<file path="config.mk">
export PLATFORM = sky130hd
export DESIGN_NAME = mte_ctrl
export DESIGN_NICKNAME = d
export VERILOG_FILES = /design/src/sv/mte_pkg.sv /design/src/sv/mte_ctrl.sv
export SDC_FILE = /design/constraint.sdc
export NUM_CORES = 1
export LEC_CHECK = 0
export ABC_AREA = 1
export BUFFER_PORTS_ARGS = -buffer_cell sky130_fd_sc_hd__buf_2
export CORE_MARGIN = 3
export CORE_UTILIZATION = 30
export DETAILED_ROUTE_END_ITERATION = 10
export PLACE_DENSITY_LB_ADDON = 0.1
export REMOVE_ABC_BUFFERS = 1
export SLEW_MARGIN = 15
export SYNTH_ARGS = -nofsm -noshare
export SYNTH_HDL_FRONTEND = slang
export SYNTH_SLANG_ARGS = --single-unit
</file>
<file path="constraint.sdc">
create_clock -name clk_i -period 1.4 [get_ports clk_i]
set_clock_uncertainty 0.05 [all_clocks]
set_input_delay 0.21 -clock clk_i [delete_from_list [all_inputs] [get_ports clk_i]]
set_output_delay 0.21 -clock clk_i [all_outputs]
set_load 0.02 [all_outputs]
</file>
<file path="src/sv/mte_pkg.sv">
`timescale 1ns / 1ps
`default_nettype none
// ----------------------------------------------------------------------------
// Membership table engine package
// Shared constants, codes and types for the membership table engine.
// ----------------------------------------------------------------------------
package mte_pkg;

  localparam int unsigned TABLE_DEPTH = 32;
  localparam int unsigned ADDR_W      = $clog2(TABLE_DEPTH);
  localparam int unsigned CNT_W       = $clog2(TABLE_DEPTH + 1);
  localparam int unsigned CMP_W       = 7;
  localparam int unsigned MAX_EMIT    = 32;

  localparam logic [1:0] ST_ALIVE   = 2'd0;
  localparam logic [1:0] ST_SUSPECT = 2'd1;
  localparam logic [1:0] ST_DEAD    = 2'd2;

  typedef enum logic [2:0] {
    OP_ADD        = 3'd0,
    OP_UPDATE     = 3'd1,
    OP_REMOVE     = 3'd2,
    OP_LOOKUP     = 3'd3,
    OP_LIST_KIND  = 3'd4,
    OP_LIST_ALIVE = 3'd5
  } op_e;

  typedef enum logic [1:0] {
    RC_OK        = 2'd0,
    RC_FULL      = 2'd1,
    RC_NOT_FOUND = 2'd2,
    RC_EMPTY     = 2'd3
  } rc_e;

  typedef struct packed {
    logic [31:0] key;
    logic [1:0]  kind;
    logic [1:0]  status;
    logic [63:0] inc;
    logic [63:0] seen;
    logic [15:0] gport;
    logic [15:0] dport;
    logic [31:0] ipv4;
  } entry_t;

  typedef struct packed {
    logic capture;
    logic rd;
    logic inc_idx;
    logic list_hit;
    logic act;
    logic finish;
    logic shift_wr;
    logic shift_done;
  } cmd_t;

  typedef struct packed {
    logic [2:0] op;
    logic       idx_lt_cnt;
    logic       key_match;
    logic       filter_match;
    logic       limit_reached;
    logic       hit_ready;
    logic       out_free;
  } status_t;

endpackage
`default_nettype wire

</file>
<file path="src/sv/mte_ctrl.sv">
`timescale 1ns / 1ps
`default_nettype none
// ----------------------------------------------------------------------------
// Membership table engine controller
// Sequences the scan, update, shift and result steps of one operation.
// ----------------------------------------------------------------------------
module mte_ctrl
  import mte_pkg::*;
(
  input  wire logic       clk_i,
  input  wire logic       rst_ni,
  input  wire logic       in_valid_i,
  input  wire logic [2:0] operation_i,
  input  wire status_t    sts_i,
  output cmd_t            cmd_o,
  output logic            in_stall_o
);

  typedef enum logic [2:0] {
    S_IDLE, S_RD, S_CMP, S_ACT, S_FIN, S_SH_RD, S_SH_WR, S_SH_DONE
  } state_e;

  state_e state_q, state_d;
  logic   is_list;

  assign is_list    = (sts_i.op == OP_LIST_KIND) || (sts_i.op == OP_LIST_ALIVE);
  assign in_stall_o = (state_q != S_IDLE);

  always_comb begin
    cmd_o   = '0;
    state_d = state_q;
    unique case (state_q)
      S_IDLE: begin
        if (in_valid_i) begin
          cmd_o.capture = 1'b1;
          state_d = (operation_i > OP_LIST_ALIVE) ? S_FIN : S_RD;
        end
      end
      S_RD: begin
        if (is_list && sts_i.limit_reached) begin
          state_d = S_FIN;
        end else if (sts_i.idx_lt_cnt) begin
          cmd_o.rd = 1'b1;
          state_d  = S_CMP;
        end else begin
          state_d = S_FIN;
        end
      end
      S_CMP: begin
        if (is_list) begin
          if (!sts_i.filter_match) begin
            cmd_o.inc_idx = 1'b1;
            state_d = S_RD;
          end else if (sts_i.hit_ready) begin
            cmd_o.list_hit = 1'b1;
            cmd_o.inc_idx  = 1'b1;
            state_d = S_RD;
          end
        end else if (sts_i.key_match) begin
          state_d = S_ACT;
        end else begin
          cmd_o.inc_idx = 1'b1;
          state_d = S_RD;
        end
      end
      S_ACT: begin
        if (sts_i.op == OP_REMOVE) begin
          cmd_o.act = 1'b1;
          state_d = S_SH_RD;
        end else if (sts_i.out_free) begin
          cmd_o.act = 1'b1;
          state_d = S_IDLE;
        end
      end
      S_FIN: begin
        if (sts_i.out_free) begin
          cmd_o.finish = 1'b1;
          state_d = S_IDLE;
        end
      end
      S_SH_RD: begin
        if (sts_i.idx_lt_cnt) begin
          cmd_o.rd = 1'b1;
          state_d  = S_SH_WR;
        end else begin
          state_d = S_SH_DONE;
        end
      end
      S_SH_WR: begin
        cmd_o.shift_wr = 1'b1;
        state_d = S_SH_RD;
      end
      S_SH_DONE: begin
        if (sts_i.out_free) begin
          cmd_o.shift_done = 1'b1;
          state_d = S_IDLE;
        end
      end
      default: state_d = S_IDLE;
    endcase
  end

  always_ff @(posedge clk_i or negedge rst_ni) begin
    if (!rst_ni) begin
      state_q <= S_IDLE;
    end else begin
      state_q <= state_d;
    end
  end

endmodule
`default_nettype wire

</file>
==> impl_metrics.toml <==
[synthesis]
synth_commonest_cells = "17 x nand2_1, 11 x nor2_1, 10 x inv_1"
avgSynthCellArea_um2 = 5.630
yosysTopAreaCell = "dfrtp_1"
ys.flop_type = "dfrtp_1"
post_synth_num_cell_types = 18
yosys-top-cells-area = "dfrtp_1 19%, nand2_1 16%, nor2_1 10%, nand3_1 9.9%, inv_1 9.3%"
async_reset_ff_share_pct = 100.0
syn_area_um2 = 405.4
synth_seq_area_share_pct = 18.52
ys.warnings.count = 0
synth_most_common_cell = "nand2_1"
synth_cells = 72
yosys.area.top_type_share_pct = 18.52
ys_ff_latch = 3
synth_edf_count = 0

[sta]
hold_viol_final = 0
fmax_mhz = 666.4
fin_crit_ns = 1.501
drv_slew = 0
max_slew.worst_pin.slew_ns = 0.3539
finalCritPeriodShare_pct = 107.2
holdWs_ns = 0.2619
setup_slack_ns = -0.1006
relSlewSlack_pct = 76.23
rsz0062_at_grt = "yes"
finalSetupViolCount = 10

[critical_path]
startpoint = "state_q[1]"
critPathArrivalTime_ns = 1.24
required_ns = 1.14
crit_path_start_kind = "flop"
cp_max_fo = 8
setup.worst_path.class = "reg -> out"
r2r_start = "state_q[0]"
cp-end-kind = "output pin"

[grt]
antenna_found_initial = 0
track_usage_pct = 16.15
grt_pass1_vias = 581
grt_max_degree = 9
gr-total-overflow = 0
grt_pass1_wl_um = 2318

[layout]
largest_reg_flops = 3
syn_to_final_growth_pct = 95.06
top_register = "state_q"
fin_area_um2 = 790.8
fillers = 107
diodes = 0
layout-drive-gt1-share_pct = 55.17
nets = 132
top_regs = "state_q x3"

[run_status]
violations = "setup timing"
outcome = "complete, but fails checks"

[placed_design]
io_buffers = 22
post_dp_cell_area_um2 = 531.8
dp_slack_ns = 0.07801
hpwl_um = 885.7
routabilityCongestion = 0.8176

[drt]
antenna_left = 0
wl_um = 1444
wl_per_cell_um = 11.11
vias = 596
dr.pass1.iters = 4
drc = 0
viasPerCell = 4.585
drtIter0Drc = 9

[die]
pin_count = 24
die_area_um2 = 1828
rows = 12
die_w_um = 42.76
core_um2 = 1186
die_y_um = 42.76
initial_core_util_pct = 34.18

[cts]
root_buffer = "clkbuf_4"
cts_tree = "yes"
htreeDepth = 1
clk_pin_slew_worst_paths_ns = 0.04
clock_latency_ns = 0.23
cts_sinks = 3
clock_tree.buffer_depth = 2
cts_made_buffers = 3

[pwr]
power_density_nw_per_um2 = 1873
p_leak_nw = 0.4528
vdd_ir_drop_max_mv = 1.081

[hold_path]
worstHoldPathType = "in -> async"

[flow_run]
cap_violations = 0
worst max-delay path, cell delays in order (launching register included):
cell and delay (ns):
dfrtp_2 0.48, inv_1 0.11, nand3_1 0.12, o21ai_1 0.14, buf_4 0.15
cell usage in the layout (no fill, tap or decap), types with 2 or more instances in the layout:
cell type and instances:
buf_2 13, buf_4 20, buf_6 8, clkbuf_4 3, dfrtp_2 3, inv_1 10, inv_2 4, nand2_1 17
nand2_2 2, nand3_1 6, nand3_2 4, nand4_1 3, nor2_1 10, nor2_4 3, o21ai_1 2
through the flow:
stage	setup TNS (ns)	total power, W	utilization, %	instances
2_1_floorplan	-0.001899	0.0006427	-	70
3_3_place_gp	0	0.0008377	44.83	108
3_5_place_dp	0	0.0008402	44.83	108
4_1_cts	-0.4695	0.001287	61.39	126
5_1_grt	-1.254	0.001586	66.67	130
6_report	-0.6500	0.001481	66.67	130
worst paths after layout:
path / endpoint / slack, ns / cells past startpoint
max in group asynchronous: state_q[0] / 0.91 / 2
min reg2reg: state_q[2] / 0.74 / 5
max: cmd_o[6] / -0.10 / 4
min: state_q[1] / 0.26 / 2
max reg2reg: state_q[1] / 0 / 8
min in group clk_i: state_q[1] / 0.31 / 4
kinds of logic (layout without fill, tap and decap cells):
family | Yosys count | in the layout | share of synthesized area, %
buf+inv | 16 | 60 | 16.97
simple gates | 50 | 50 | 60.80
compound gates | 3 | 3 | 3.700
flops | 3 | 3 | 18.52
final cells by class:
class	count	area, µm²	area share [%]
flip-flops and latches	3	78.83	9.968
repair buffers	42	315.3	39.87
inverters	14	52.55	6.646
clock buffers	4	26.28	3.323
well taps	14	17.52	2.215
multi-input cells	53	300.3	37.97
repair_timing:
| item | CTS | global route |
|---|---|---|
| resized for setup | 21 | 8 |
| hold buffers | 1 | 0 |
| pin swaps | 7 | 4 |
| endpoints found under the hold margin | 3 | 0 |
| setup endpoints to repair | 9 | 10 |
| buffers inserted | 13 | 4 |
layer usage:
metal	up-vias	global-route usage, %	wire [µm]
li1	311	-	-
met1	268	18.14	565
met2	17	30.54	810
met3	0	4.237	69
met4	0	1.863	0
met5	-	0	0
power by group:
part           total (W)  switching [W]  internal [W]
combinational    0.00111       0.000541      0.000569
clock           0.000149      0.0000423      0.000107
sequential      0.000221      0.0000858      0.000135
total            0.00148       0.000670      0.000811
No activity file was read; power rests on OpenSTA's default activity.
